==> src/sv/crt_pkg.sv <==
// Package for the client rights table: field widths, op and status codes,
// parameter defaults and the result word type. No dependencies.
package crt_pkg;

	localparam int OP_W     = 3;
	localparam int TASK_W   = 16;
	localparam int RIGHTS_W = 32;
	localparam int ST_W     = 2;

	localparam int MAX_CLIENTS_DEF = 16;
	localparam int RIGHTS_BITS_DEF = 32;

	// request op codes
	localparam logic [OP_W-1:0] OP_ADD    = 3'd0;
	localparam logic [OP_W-1:0] OP_REMOVE = 3'd1;
	localparam logic [OP_W-1:0] OP_CLEAR  = 3'd2;
	localparam logic [OP_W-1:0] OP_SET    = 3'd3;
	localparam logic [OP_W-1:0] OP_QUERY  = 3'd4;

	// result status codes
	localparam logic [ST_W-1:0] ST_OK        = 2'd0;
	localparam logic [ST_W-1:0] ST_NO_SPACE  = 2'd1;
	localparam logic [ST_W-1:0] ST_NOT_FOUND = 2'd2;

	typedef struct packed {
		logic [ST_W-1:0]     status;
		logic                found;
		logic [RIGHTS_W-1:0] rights_out;
		logic                check_ok;
	} res_t;

endpackage

==> src/sv/crt_if.sv <==
// Request and response channel interfaces for the client rights table.
// Depends on crt_pkg.
interface crt_req_if
	import crt_pkg::*;
();
	logic                valid;
	logic                ready;
	logic [OP_W-1:0]     op;
	logic [TASK_W-1:0]   client_task;
	logic [RIGHTS_W-1:0] rights_in;

	modport source (output valid, op, client_task, rights_in, input ready);
	modport sink   (input valid, op, client_task, rights_in, output ready);
endinterface

interface crt_rsp_if
	import crt_pkg::*;
();
	logic                valid;
	logic                ready;
	logic [ST_W-1:0]     status;
	logic                found;
	logic [RIGHTS_W-1:0] rights_out;
	logic                check_ok;

	modport source (output valid, status, found, rights_out, check_ok, input ready);
	modport sink   (input valid, status, found, rights_out, check_ok, output ready);
endinterface

==> src/sv/crt_out_reg.sv <==
// Output register of the client rights table: holds one result word until
// the sink takes it. Depends on crt_pkg and crt_rsp_if.
module crt_out_reg
	import crt_pkg::*;
(
	input  logic clk,
	input  logic arst_n,
	input  logic load,
	input  res_t din,
	output logic free,
	crt_rsp_if.source rsp
);

	logic vld_q;
	res_t data_q;

	// free when empty or the held word leaves this cycle
	assign free = !vld_q || rsp.ready;

	always_ff @(posedge clk or negedge arst_n) begin
		if (!arst_n) begin
			vld_q <= 1'b0;
		end else if (load) begin
			vld_q <= 1'b1;
		end else if (rsp.ready) begin
			vld_q <= 1'b0;
		end
	end

	always_ff @(posedge clk) begin
		if (load) begin
			data_q <= din;
		end
	end

	assign rsp.valid      = vld_q;
	assign rsp.status     = data_q.status;
	assign rsp.found      = data_q.found;
	assign rsp.rights_out = data_q.rights_out;
	assign rsp.check_ok   = data_q.check_ok;

endmodule

==> src/sv/client_rights_table_top.sv <==
// Client rights table: task ids with rights masks, held in one slot memory.
// A request is scanned against the slots, one slot read a cycle through the
// single read port of the slot memory; a matching slot ends the scan early,
// and clear and unused ops skip the scan. A new request is taken only once
// the result of the last one is loaded into the output register.
// Reset clears all slot valid bits at once; memory contents are not reset.
module client_rights_table_top
	import crt_pkg::*;
#(
	parameter int MAX_CLIENTS = MAX_CLIENTS_DEF,
	parameter int RIGHTS_BITS = RIGHTS_BITS_DEF
) (
	input  logic clk,
	input  logic arst_n,
	crt_req_if.sink   req,
	crt_rsp_if.source rsp
);

	localparam int IW = (MAX_CLIENTS > 1) ? $clog2(MAX_CLIENTS) : 1;
	localparam int CW = $clog2(MAX_CLIENTS + 1);
	localparam int EW = TASK_W + RIGHTS_BITS;
	localparam logic [CW-1:0] CNT_END  = CW'(MAX_CLIENTS);
	localparam logic [IW-1:0] IDX_LAST = IW'(MAX_CLIENTS - 1);

	localparam logic [1:0] S_IDLE = 2'd0;
	localparam logic [1:0] S_SCAN = 2'd1;
	localparam logic [1:0] S_ACT  = 2'd2;

	logic [1:0]             state_q;
	logic [OP_W-1:0]        op_q;
	logic [TASK_W-1:0]      task_q;
	logic [RIGHTS_BITS-1:0] rin_q;
	logic [CW-1:0]          cnt_q;
	logic                   hit_q;
	logic [IW-1:0]          hit_idx_q;
	logic [RIGHTS_BITS-1:0] old_q;
	logic                   free_q;
	logic [IW-1:0]          free_idx_q;
	logic [MAX_CLIENTS-1:0] valid_q;

	logic                   rd_vld_s1;
	logic [IW-1:0]          rd_idx_s1;
	logic [EW-1:0]          rd_data_s1;

	logic [EW-1:0]          mem [MAX_CLIENTS];

	logic                   acc;
	logic                   issue;
	logic [IW-1:0]          rd_addr;
	logic [TASK_W-1:0]      ent_task;
	logic [RIGHTS_BITS-1:0] ent_rights;
	logic                   slot_v;
	logic                   match;
	logic [RIGHTS_BITS-1:0] rin_m;

	logic                   act_we;
	logic [IW-1:0]          act_wa;
	logic [RIGHTS_BITS-1:0] act_wr;
	logic                   set_v;
	logic                   clr_v;
	logic                   clr_all;
	logic [RIGHTS_BITS-1:0] res_rights;
	logic [RIGHTS_W-1:0]    res_r32;
	res_t                   res;
	logic                   out_free;
	logic                   done;

	// request side
	assign req.ready = (state_q == S_IDLE);
	assign acc       = req.valid && req.ready;

	// fit the rights field to the stored width, both ways
	for (genvar g = 0; g < RIGHTS_BITS; g++) begin : g_rin
		if (g < RIGHTS_W) begin : g_bit
			assign rin_m[g] = req.rights_in[g];
		end else begin : g_zero
			assign rin_m[g] = 1'b0;
		end
	end

	for (genvar g = 0; g < RIGHTS_W; g++) begin : g_rout
		if (g < RIGHTS_BITS) begin : g_bit
			assign res_r32[g] = res_rights[g];
		end else begin : g_zero
			assign res_r32[g] = 1'b0;
		end
	end

	// scan: one slot read issued a cycle, compared in the next cycle
	assign issue    = (state_q == S_SCAN) && (cnt_q != CNT_END);
	assign rd_addr  = cnt_q[IW-1:0];
	assign ent_task   = rd_data_s1[EW-1 -: TASK_W];
	assign ent_rights = rd_data_s1[RIGHTS_BITS-1:0];
	assign slot_v   = valid_q[rd_idx_s1];
	assign match    = rd_vld_s1 && slot_v && (ent_task == task_q);

	// slot memory, one write and one registered read port
	always_ff @(posedge clk) begin
		if (act_we && done) begin
			mem[act_wa] <= {task_q, act_wr};
		end
		rd_data_s1 <= mem[rd_addr];
	end

	always_ff @(posedge clk or negedge arst_n) begin
		if (!arst_n) begin
			rd_vld_s1 <= 1'b0;
		end else begin
			rd_vld_s1 <= issue;
		end
	end

	always_ff @(posedge clk) begin
		rd_idx_s1 <= rd_addr;
	end

	// request fields and scan results
	always_ff @(posedge clk) begin
		if (acc) begin
			op_q   <= req.op;
			task_q <= req.client_task;
			rin_q  <= rin_m;
		end
		if (state_q == S_SCAN && match) begin
			hit_idx_q <= rd_idx_s1;
			old_q     <= ent_rights;
		end
		if (state_q == S_SCAN && rd_vld_s1 && !slot_v && !free_q) begin
			free_idx_q <= rd_idx_s1;
		end
	end

	// sequencer
	always_ff @(posedge clk or negedge arst_n) begin
		if (!arst_n) begin
			state_q <= S_IDLE;
			cnt_q   <= '0;
			hit_q   <= 1'b0;
			free_q  <= 1'b0;
		end else begin
			unique case (state_q)
				S_IDLE: begin
					if (acc) begin
						cnt_q  <= '0;
						hit_q  <= 1'b0;
						free_q <= 1'b0;
						if (req.op == OP_ADD || req.op == OP_REMOVE ||
						    req.op == OP_SET || req.op == OP_QUERY) begin
							state_q <= S_SCAN;
						end else begin
							state_q <= S_ACT;
						end
					end
				end
				S_SCAN: begin
					if (issue) begin
						cnt_q <= cnt_q + 1'b1;
					end
					if (rd_vld_s1 && !slot_v && !free_q) begin
						free_q <= 1'b1;
					end
					if (match) begin
						hit_q   <= 1'b1;
						state_q <= S_ACT;
					end else if (rd_vld_s1 && rd_idx_s1 == IDX_LAST) begin
						state_q <= S_ACT;
					end
				end
				S_ACT: begin
					if (out_free) begin
						state_q <= S_IDLE;
					end
				end
				default: begin
					state_q <= S_IDLE;
				end
			endcase
		end
	end

	// apply the op and form the result word
	always_comb begin
		act_we     = 1'b0;
		act_wa     = hit_idx_q;
		act_wr     = rin_q;
		set_v      = 1'b0;
		clr_v      = 1'b0;
		clr_all    = 1'b0;
		res_rights = '0;
		res        = '0;
		unique case (op_q)
			OP_ADD: begin
				if (hit_q) begin
					act_we     = 1'b1;
					act_wr     = old_q | rin_q;
					res_rights = old_q | rin_q;
					res.found  = 1'b1;
				end else if (free_q) begin
					act_we     = 1'b1;
					act_wa     = free_idx_q;
					set_v      = 1'b1;
					res_rights = rin_q;
					res.found  = 1'b1;
				end else begin
					res.status = ST_NO_SPACE;
				end
			end
			OP_REMOVE: begin
				if (hit_q) begin
					clr_v = 1'b1;
				end else begin
					res.status = ST_NOT_FOUND;
				end
			end
			OP_CLEAR: begin
				clr_all = 1'b1;
			end
			OP_SET: begin
				if (hit_q) begin
					act_we     = 1'b1;
					res_rights = rin_q;
					res.found  = 1'b1;
				end else begin
					res.status = ST_NOT_FOUND;
				end
			end
			OP_QUERY: begin
				if (hit_q) begin
					res_rights   = old_q;
					res.found    = 1'b1;
					res.check_ok = ((old_q & rin_q) == rin_q);
				end else begin
					res.status = ST_NOT_FOUND;
				end
			end
			default: begin
			end
		endcase
		res.rights_out = res_r32;
	end

	assign done = (state_q == S_ACT) && out_free;

	// slot valid bits
	always_ff @(posedge clk or negedge arst_n) begin
		if (!arst_n) begin
			valid_q <= '0;
		end else if (done) begin
			if (clr_all) begin
				valid_q <= '0;
			end
			if (set_v) begin
				valid_q[act_wa] <= 1'b1;
			end
			if (clr_v) begin
				valid_q[hit_idx_q] <= 1'b0;
			end
		end
	end

	crt_out_reg u_out (
		.clk    (clk),
		.arst_n (arst_n),
		.load   (done),
		.din    (res),
		.free   (out_free),
		.rsp    (rsp)
	);

	// checks
	a_check_needs_found: assert property (@(posedge clk) disable iff (!arst_n)
		rsp.valid && rsp.check_ok |-> rsp.found)
		else $error("check_ok set on a word without found");

	a_found_is_ok: assert property (@(posedge clk) disable iff (!arst_n)
		rsp.valid && rsp.found |-> rsp.status == ST_OK)
		else $error("found set with an error status");

	a_one_at_a_time: assert property (@(posedge clk) disable iff (!arst_n)
		acc |=> !req.ready)
		else $error("request taken while another is in work");

endmodule

==> src/flat_wrapper.sv <==
// flat-port wrapper written by rule: the top's interface ports become plain ports
module client_rights_table_top_flat import crt_pkg::*;
#(
	parameter int MAX_CLIENTS = MAX_CLIENTS_DEF,
	parameter int RIGHTS_BITS = RIGHTS_BITS_DEF
)
  (clk, arst_n, req_valid, req_op, req_client_task, req_rights_in, req_ready, rsp_valid, rsp_status, rsp_found, rsp_rights_out, rsp_check_ok, rsp_ready);
  crt_req_if req_i ();
  crt_rsp_if rsp_i ();
  input  logic clk;
  input  logic arst_n;
  input wire logic [$bits(req_i.valid)-1:0] req_valid;
  input wire logic [$bits(req_i.op)-1:0] req_op;
  input wire logic [$bits(req_i.client_task)-1:0] req_client_task;
  input wire logic [$bits(req_i.rights_in)-1:0] req_rights_in;
  output wire logic [$bits(req_i.ready)-1:0] req_ready;
  output wire logic [$bits(rsp_i.valid)-1:0] rsp_valid;
  output wire logic [$bits(rsp_i.status)-1:0] rsp_status;
  output wire logic [$bits(rsp_i.found)-1:0] rsp_found;
  output wire logic [$bits(rsp_i.rights_out)-1:0] rsp_rights_out;
  output wire logic [$bits(rsp_i.check_ok)-1:0] rsp_check_ok;
  input wire logic [$bits(rsp_i.ready)-1:0] rsp_ready;
  assign req_i.valid = req_valid;
  assign req_i.op = req_op;
  assign req_i.client_task = req_client_task;
  assign req_i.rights_in = req_rights_in;
  assign req_ready = req_i.ready;
  assign rsp_valid = rsp_i.valid;
  assign rsp_status = rsp_i.status;
  assign rsp_found = rsp_i.found;
  assign rsp_rights_out = rsp_i.rights_out;
  assign rsp_check_ok = rsp_i.check_ok;
  assign rsp_i.ready = rsp_ready;
  client_rights_table_top #(.MAX_CLIENTS(MAX_CLIENTS), .RIGHTS_BITS(RIGHTS_BITS)) u_core (.clk(clk), .arst_n(arst_n), .req(req_i), .rsp(rsp_i));
endmodule
==> config.mk <==
export PLATFORM = sky130hd
export DESIGN_NAME = client_rights_table_top_flat
export DESIGN_NICKNAME = d
export VERILOG_FILES = /design/src/sv/crt_pkg.sv /design/src/sv/crt_if.sv /design/src/sv/crt_out_reg.sv /design/src/sv/client_rights_table_top.sv /design/src/flat_wrapper.sv
export SDC_FILE = /design/constraint.sdc
export NUM_CORES = 1
export LEC_CHECK = 0
export BUFFER_PORTS_ARGS = -buffer_cell sky130_fd_sc_hd__buf_4
export CAP_MARGIN = 20
export CORE_ASPECT_RATIO = 0.7
export CORE_MARGIN = 5
export CORE_UTILIZATION = 30
export CTS_BUF_LIST = sky130_fd_sc_hd__clkbuf_4
export CTS_CLUSTER_SIZE = 20
export DETAILED_ROUTE_END_ITERATION = 16
export GPL_TIMING_DRIVEN = 0
export PLACE_DENSITY = 0.43
export SYNTH_ARGS = -nofsm -noshare
export SYNTH_HDL_FRONTEND = slang
export SYNTH_SLANG_ARGS = --single-unit
==> constraint.sdc <==
create_clock -name clk -period 4.4 [get_ports clk]
set_clock_uncertainty 0.15 [all_clocks]
set_input_delay 0.44 -clock clk [delete_from_list [all_inputs] [get_ports clk]]
set_output_delay 0.44 -clock clk [all_outputs]
set_load 0.01 [all_outputs]
==> impl_metrics.tcl, run 1 <==
set metrics [dict create \
    cp_max_fo 17 \
    clkLatencyLatePin_ns 1.18 \
    num_io_pins 93 \
    die_w_um 429 \
    utilization_pct 37.1 \
    initial_utilization_pct 30.3 \
    rsz0062_at_grt "false" \
    syn_to_final_growth_pct 22.6 \
    yosysWarnings 0 \
    synth.largest_area_cell "edfxtp_1" \
    peakVddDrop_mv 0.291 \
    grt_max_degree 51 \
    avgSynthCellArea_sq_um 22.5 \
    clockRootBuffer "clkbuf_4" \
    io_buffers 92 \
    synth_common_cells "895 x edfxtp_1, 186 x mux4_2, 90 x nand2_1, 58 x mux4_1, 52 x dfxtp_1" \
    multi_input_area_sq_mm 0.00771 \
    synth_most_common_cell "edfxtp_1" \
    via_per_inst 4.76 \
    cts_sinks 974 \
    hold_viol_final 0 \
    nFillCells 11214 \
    antenna_found_initial 1 \
    tightest_slew_ns 1.17 \
    cts_resized 0 \
    hold_class "in2reg" \
    synth_cell_types 49 \
    arrival_ns 4.58 \
    dieArea_sq_mm 0.130 \
    drc 0 \
    setup_viol 0 \
    initialDrtViolationCount 1421 \
    synthTopCellsByArea "edfxtp_1 73%, mux4_2 11%, mux4_1 4.1%" \
    worstSetupStartpointType "register" \
    powerDensity_mw_per_mm2 538 \
    place_area_sq_mm 0.0409 \
    routedWlPerCell_um 25.9 \
    maxCapViolCount 0 \
    clkSlewWorstSetupHoldPaths_ns 0.06 \
    cts_buffers 238 \
    status "finished, final reports clean" \
    yosysSeqAreaShare_pct 77.4 \
    max_freq_mhz 254 \
    whs_ns 0.139 \
    row_count 107 \
    dr.pass1.iters 5 \
    final_nets 2197 \
    async_reset_ff_share_pct 2.77 \
    period_minus_slack_ns 3.94 \
    synth_edf_count 895 \
    place_hpwl_um 67700 \
    cts_tree "built" \
    grt_overflow_total 0 \
    syn-cell-area_sq_mm 0.0369 \
    die_y_um 304 \
    synth_top_area_share_pct 72.8 \
    grtUsageTotal_pct 15.8 \
    ys_dominant_reg_cell "edfxtp_1" \
    ctsLongestPathBuffers 3 \
    syn_nets 1700 \
    routed_wl_um 103000 \
    final_cell_area_sq_mm 0.0453 \
    htreeDepth 4 \
    slew_headroom_pct 22.3 \
    syn_inst 1643 \
    ys_seq_elements 974 \
    ant_nets 0 \
    vias 18969 \
    worst_ep_required_time_ns 5.04 \
    gp_congestion 0.751 \
    grt_pass1_wl_um 146000 \
    fin_crit_sh_pct 89.5 \
    worstSetupPathType "reg2reg" \
    seq_area_sq_mm 0.0286 \
    total_leakage_power_nw 15.0 \
    endpoint_kind "register" \
    coreArea_sq_mm 0.122 \
    grt_pass1_vias 20021 \
    drive_above_1_share_pct 33.8 \
    slew_violations 0 \
]
==> critical path, stage by stage (launching register included) <==
cell and delay [ns]:
dfrtp_1 0.44, nor2b_1 0.40, nand2_1 0.18, inv_1 0.11, clkbuf_1 0.41, o211ai_1 0.50, nor2_4 0.82, buf_12 0.29
buf_12 0.22
==> logic make-up after synthesis <==
family                   Yosys count  synth area share, %
flip-flops                       974                 77.4
multiplexers                     249                 15.6
AND/OR/NAND/NOR                  174                 2.18
buffers and inverters            114                 2.05
AO/OA/AOI/OAI                    111                 2.23
XOR/XNOR                          19                0.451
adder cells (fa/ha/maj)            2               0.0677
==> stage by stage <==
stage | cells | TNS [ns] | worst slack [ns] | total power [W]
3_3_place_gp | 3370 | -3071.13 | -4.09 | 0.0167
5_1_grt | 3986 | 0 | 0.288 | 0.0256
2_1_floorplan | 1643 | 0 | 0.177 | 0.0148
4_1_cts | 3983 | 0 | 0.463 | 0.0248
3_5_place_dp | 3426 | 0 | 0.534 | 0.0168
6_report | 3988 | 0 | 0.461 | 0.0243
==> what timing repair did <==
| item | 4_1_cts | 5_1_grt |
|---|---|---|
| hold buffers | 107 | 0 |
| setup buffers | 0 | 0 |
| endpoints found under the hold margin | 149 | 0 |
==> where the power goes <==
group          switching (W)  internal [W]  leakage, nW
Sequential          0.000398        0.0109         8.86
Combinational        0.00271       0.00255         4.18
Clock                0.00370       0.00411         1.93
==> final cells by class <==
cell class	count	share of cell area, %
antenna	3	0.0166
buffer	75	1.35
clock buffer	368	6.10
clock inverter	82	1.06
inverter	39	0.329
multi-input combinational	555	17.0
sequential	974	63.2
tap	1635	4.52
timing repair buffer	257	6.43
==> registers in the layout (all words and copies together) (netlist names), 2 cells and up <==
register and count:
u_core.cnt_q 5, u_core.free_idx_q 4, u_core.hit_idx_q 4, u_core.mem 768, u_core.old_q 32, u_core.op_q 3, u_core.rd_data_s1 48, u_core.rd_idx_s1 4
u_core.rin_q 32, u_core.state_q 2, u_core.task_q 16, u_core.u_out.rsp.rights_out 32, u_core.u_out.rsp.status 2, u_core.valid_q 16
==> metal layers <==
layer / global-route usage, % / vias to the layer above / wire length (um)
met5: 0 / - / 0
met4: 4.89 / 0 / 1910
met3: 3.12 / 141 / 5420
met2: 25.5 / 589 / 49400
met1: 21.9 / 10127 / 46400
li1: - / 8112 / -
==> final timing paths <==
path	slack, ns	start	depth (start not counted)	endpoint
max	0.46	u_core.state_q[0]	8	u_core.mem[3][37]
min	0.14	req_op[0]	4	u_core.state_q[0]
max reg2reg	0.46	u_core.state_q[0]	8	u_core.mem[3][37]
min reg2reg	0.22	u_core.rd_data_s1[9]	0	u_core.old_q[9]
max in group asynchronous	3.72	arst_n	4	u_core.valid_q[3]
min in group asynchronous	0.17	arst_n	4	u_core.cnt_q[2]
==> cells in the final DEF (no fill, tap or decap), types with 34 or more instances in the layout <==
cell type / instances
edfxtp_1: 895
clkbuf_4: 368
mux4_2: 186
dlygate4sd3_1: 106
buf_4: 95
nand2_1: 90
mux4_1: 58
clkinv_1: 55
dfxtp_1: 52
buf_12: 45
inv_1: 38
clkbuf_1: 34
Note: power is estimated with default switching activity, not from simulation.
==> inputs of run 2 (changes only) <==
--- a/config.mk
+++ b/config.mk
@@ -16,4 +16,5 @@
 export GPL_TIMING_DRIVEN = 0
 export PLACE_DENSITY = 0.43
+export RECOVER_POWER = 50
 export SYNTH_ARGS = -nofsm -noshare
 export SYNTH_HDL_FRONTEND = slang
--- a/constraint.sdc
+++ b/constraint.sdc
@@ -3,3 +3,3 @@
 set_input_delay 0.44 -clock clk [delete_from_list [all_inputs] [get_ports clk]]
 set_output_delay 0.44 -clock clk [all_outputs]
-set_load 0.01 [all_outputs]
+set_load 0.05 [all_outputs]
==> run 2 against run 1 <==
The run now ends with max-capacitance violations, max-slew violations left. Hold slack better by 0.0087 ns. Flip-flop and latch count unchanged. Critical path depth decreased by 2. Non-clock buffer count stayed put. Die area is the same. Final area fell by 0.70%. Power grew 0.27%. Largest power group unchanged. Highest routed layer unchanged.
==> impl_metrics.tcl, run 2 (synthesis gave the netlist of run 1 again) <==
set metrics [dict create \
    status "finished with violations" \
    violations "max-capacitance violations, max-slew violations" \
    worstSetupPathType "reg2reg" \
    antenna_found_initial 1 \
    via_per_inst 4.76 \
    grt_max_degree 51 \
    setup_viol 0 \
    grt_pass1_wl_um 146000 \
    arrival_ns 4.69 \
    cp_max_fo 19 \
    maxCapViolCount 2 \
    io_buffers 92 \
    drc 0 \
    slew_violations 79 \
    routedWlPerCell_um 25.8 \
    initialDrtViolationCount 1470 \
    endpoint_kind "register" \
    top_regs "u_core.mem x768, u_core.rd_data_s1 x48" \
    clockRootBuffer "clkbuf_4" \
    max_freq_mhz 247 \
    gp_congestion 0.751 \
    hold_class "in2reg" \
    drive_above_1_share_pct 31.6 \
    fin_ws_ns 0.358 \
    slew_headroom_pct -16.4 \
    routed_wl_um 103000 \
    die_w_um 429 \
    stdcell_count 3988 \
    ant_nets 0 \
    hold_viol_final 0 \
    place_area_sq_mm 0.0409 \
    cts_sinks 974 \
    final_common_cell "edfxtp_1" \
    cts_tree "built" \
    initial_utilization_pct 30.3 \
    total_leakage_power_nw 14.7 \
    die_y_um 304 \
    period_minus_slack_ns 4.04 \
    final_nets 2197 \
    finalPower_w 0.0244 \
    syn_to_final_growth_pct 21.7 \
    cts_resized 0 \
    ctsLongestPathBuffers 3 \
    grt_pass1_vias 20021 \
    worstSetupStartpointType "register" \
    whs_ns 0.148 \
    grtUsageTotal_pct 15.8 \
    vias 18967 \
    peakVddDrop_mv 0.294 \
    dp.cells 3426 \
    powerDensity_mw_per_mm2 543 \
    coreArea_sq_mm 0.122 \
    final_cell_area_sq_mm 0.0450 \
    largest_reg_flops 768 \
    tightest_slew_ns 1.75 \
    clkLatencyLatePin_ns 1.19 \
    dieArea_sq_mm 0.130 \
    largest_register "u_core.mem" \
    row_count 107 \
    post-cts-setup-buffers 0 \
    place_hpwl_um 67700 \
    final_cell_mix "895 x edfxtp_1, 415 x clkbuf_4, 186 x mux4_2" \
    rsz0062_at_grt "false" \
    num_io_pins 93 \
    dr.pass1.iters 6 \
    clkSlewWorstSetupHoldPaths_ns 0.07 \
    cts_buffers 238 \
    htreeDepth 4 \
    fin_crit_sh_pct 91.9 \
    worst_ep_required_time_ns 5.05 \
    post-place-ws_ns 0.534 \
    grt_overflow_total 0 \
]
## run 2: layer usage
| layer | vias up | global-route usage, % | wire length [um] |
|---|---|---|---|
| met5 | - | 0 | 0 |
| met4 | 0 | 4.89 | 2080 |
| met3 | 159 | 3.12 | 4980 |
| met2 | 580 | 25.5 | 49300 |
| met1 | 10109 | 21.9 | 46700 |
| li1 | 8119 | - | - |
## run 2: report_power, final
group	internal (W)	switching (W)	total [W]
logic	0.00248	0.00282	0.00530
clock network	0.00411	0.00371	0.00782
registers	0.0109	0.000397	0.0113
## run 2: area by class of cell
cell class,instances,area [sq um]
tap,1635,2050
multi-input combinational,555,7680
sequential,974,28600
inverter,39,148
antenna,3,7.51
buffer,75,601
timing repair buffer,257,2640
fill,11271,77000
clock inverter,82,480
clock buffer,368,2760
## run 2: final timing paths
check | start | endpoint | slack (ns) | cells after the start
hold / removal | req_valid | u_core.free_q | 0.15 | 4
hold reg to reg | u_core.rd_data_s1[9] | u_core.old_q[9] | 0.23 | 0
max in group asynchronous | arst_n | u_core.valid_q[3] | 2.25 | 4
min in group asynchronous | arst_n | u_core.cnt_q[2] | 0.80 | 4
setup reg to reg | u_core.op_q[0] | u_core.mem[5][37] | 0.36 | 6
setup / recovery | u_core.op_q[0] | u_core.mem[5][37] | 0.36 | 6
## run 2: repair_timing
item                                   CTS  global route
hold buffers                           107             0
endpoints found under the hold margin  149             0
setup endpoints to repair                0             0
## run 2: per-stage QoR
step	setup TNS, ns	util [%]
2_1_floorplan	0	-
3_3_place_gp	-3071.13	32.5
3_5_place_dp	0	33.5
4_1_cts	0	37.1
5_1_grt	0	36.9
6_report	0	36.9
## run 2: critical path: stages, from the launching register on
cell and delay (ns):
edfxtp_1 0.51, nor4_2 0.49, and2_0 0.33, buf_4 0.22, a31oi_1 0.45, nor2_2 1.20
buf_12 0.30
==> inputs of run 3 (changes only) <==
- CTS_BUF_LIST: sky130_fd_sc_hd__clkbuf_4 -> sky130_fd_sc_hd__clkbuf_16
==> run 3 against run 2 <==
The flow still finishes with violations (max-capacitance violations, max-slew violations). Flip-flop and latch count is the same. Core utilization shrank 0.43 points. Combinational power is essentially flat. First-iteration DRC count grew 3.4%. Sequential share of layout area grew 0.75 points. Cell count shrank 8.1%. Power grew 3.1%. Critical path type unchanged. Sequential power is essentially flat.
==> impl_metrics.tcl, run 3 (synthesis gave the netlist of run 1 again) <==
set metrics [dict create \
    status "finished with violations" \
    violations "max-capacitance violations, max-slew violations" \
    grtUsageTotal_pct 15.6 \
    clkSlewWorstSetupHoldPaths_ns 0.06 \
    period_minus_slack_ns 4.06 \
    stdcell_count 3665 \
    grt_pass1_vias 18683 \
    tightest_slew_ns 1.70 \
    nFillCells 11094 \
    final_cell_area_sq_mm 0.0444 \
    vias 17824 \
    grt_max_degree 51 \
    diodes 0 \
    cp_common_cell "clkbuf_1" \
    htreeDepth 3 \
    drc 0 \
    cts_tree "built" \
    dr.pass1.iters 5 \
    via_per_inst 4.86 \
    post-cts-setup-buffers 0 \
    peakVddDrop_mv 0.302 \
    cts_sinks 974 \
    syn_to_final_growth_pct 20.3 \
    gp_congestion 0.751 \
    hold_viol_final 0 \
    worst_r2r_path_depth 6 \
    rsz0062_at_grt "false" \
    cp_top_family "simple AND/OR/NAND/NOR gates" \
    dieArea_sq_mm 0.130 \
    worstSetupStartpointType "register" \
    slew_violations 79 \
    final_nets 2002 \
    hold_depth 3 \
    grt_pass1_wl_um 144000 \
    worst-path-stages 6 \
    hold_class "in2reg" \
    utilization_pct 36.4 \
    routedWlPerCell_um 27.7 \
    slew_headroom_pct -13.1 \
    place_area_sq_mm 0.0409 \
    cts_buffers 98 \
    place_hpwl_um 67700 \
    drive_above_1_share_pct 23.8 \
    worst-path-buf-inv 2 \
    initial_utilization_pct 30.3 \
    dp.cells 3426 \
    antenna_found_initial 0 \
    clkLatencyLatePin_ns 0.69 \
    routed_wl_um 101000 \
    cts_resized 0 \
    largest_reg_flops 768 \
    use_met3_pct 2.52 \
    slowest_delay_ns 0.68 \
    max_freq_mhz 246 \
    num_io_pins 93 \
    use_met2_pct 25.3 \
    clockRootBuffer "clkbuf_16" \
    final_common_cell "edfxtp_1" \
    coreArea_sq_mm 0.122 \
    grt_overflow_total 0 \
    die_y_um 304 \
    die_w_um 429 \
    setup_viol 0 \
    whs_ns 0.0290 \
    row_count 107 \
    worstSetupPathType "reg2reg" \
    gr-usage-met1_pct 22.4 \
    total_leakage_power_nw 14.3 \
    cp_max_fo 17 \
    postCtsHoldBufs 52 \
    crit_chain "xor2_1, nor4_1, nand4_1, nor4b_4, clkbuf_1, clkbuf_1" \
    ctsLongestPathBuffers 3 \
    largest_register "u_core.mem" \
    maxCapViolCount 2 \
    endpoint_kind "register" \
    io_buffers 92 \
    gr-max-usage-layer "met2" \
    final_cell_mix "895 x edfxtp_1, 186 x mux4_2, 101 x clkbuf_16" \
    initialDrtViolationCount 1520 \
    critPathSlowestCell "edfxtp_1" \
    top_regs "u_core.mem x768, u_core.rd_data_s1 x48" \
    arrival_ns 4.23 \
    powerDensity_mw_per_mm2 567 \
    fin_crit_sh_pct 92.2 \
    worst_ep_required_time_ns 4.57 \
    ant_nets 0 \
]
-- run 3: changes by cell type in the layout (fill, tap and decap cells not counted), moves of 3 or more --
| cell | delta |
|---|---|
| inv_2 | -4 |
| clkbuf_16 | +101 |
| inv_1 | +19 |
| diode_2 | -3 |
| clkinv_2 | +6 |
| clkbuf_1 | +4 |
| dlygate4sd3_1 | -54 |
| clkinv_1 | -30 |
| clkbuf_4 | -372 |
| bufinv_16 | +10 |
-- run 3: layout make-up --
class	count	area [sq um]	area share, %
well taps	1635	2050	4.60
repair buffers	202	2040	4.60
plain buffers	75	601	1.35
inverters	39	148	0.332
multi-input cells	555	7680	17.3
flip-flops and latches	974	28600	64.4
clock buffers	101	2530	5.69
clock inverters	84	793	1.79
-- run 3: worst register-to-register path, delay by kind of cell (launching register included) --
family / cells / cell delay (ns)
simple gates: 3 / 1.45
buf+inv: 2 / 1.09
flops: 1 / 0.68
xor+xnor: 1 / 0.33
-- run 3: path summary, 6_finish.rpt --
kind	end	slack, ns	start
setup / recovery	u_core.old_q[11]	0.34	u_core.task_q[4]
hold / removal	u_core.free_q	0.03	req_valid
setup reg to reg	u_core.old_q[11]	0.34	u_core.task_q[4]
hold reg to reg	u_core.rd_idx_s1[3]	0.24	u_core.cnt_q[3]
max in group asynchronous	u_core.valid_q[4]	2.54	arst_n
min in group asynchronous	u_core.cnt_q[2]	0.58	arst_n
-- run 3: per-layer routing --
| metal | up-vias | routed length [um] |
|---|---|---|
| met2 | 466 | 48400 |
| met5 | - | 0 |
| met4 | 0 | 1780 |
| met1 | 9687 | 46800 |
| met3 | 128 | 4440 |
| li1 | 7543 | - |
-- run 3: stage by stage --
stage	TNS, ns	power, W	worst slack, ns
floorplan	0	0.0149	0.177
global placement	-3071.13	0.0168	-4.09
detailed placement	0	0.0169	0.534
CTS	0	0.0256	0.475
global route	0	0.0262	0.169
finish	0	0.0252	0.342
-- run 3: report_power, final --
part	switching (W)	internal, W
combinational	0.00282	0.00245
clock	0.00356	0.00504
sequential	0.000398	0.0109
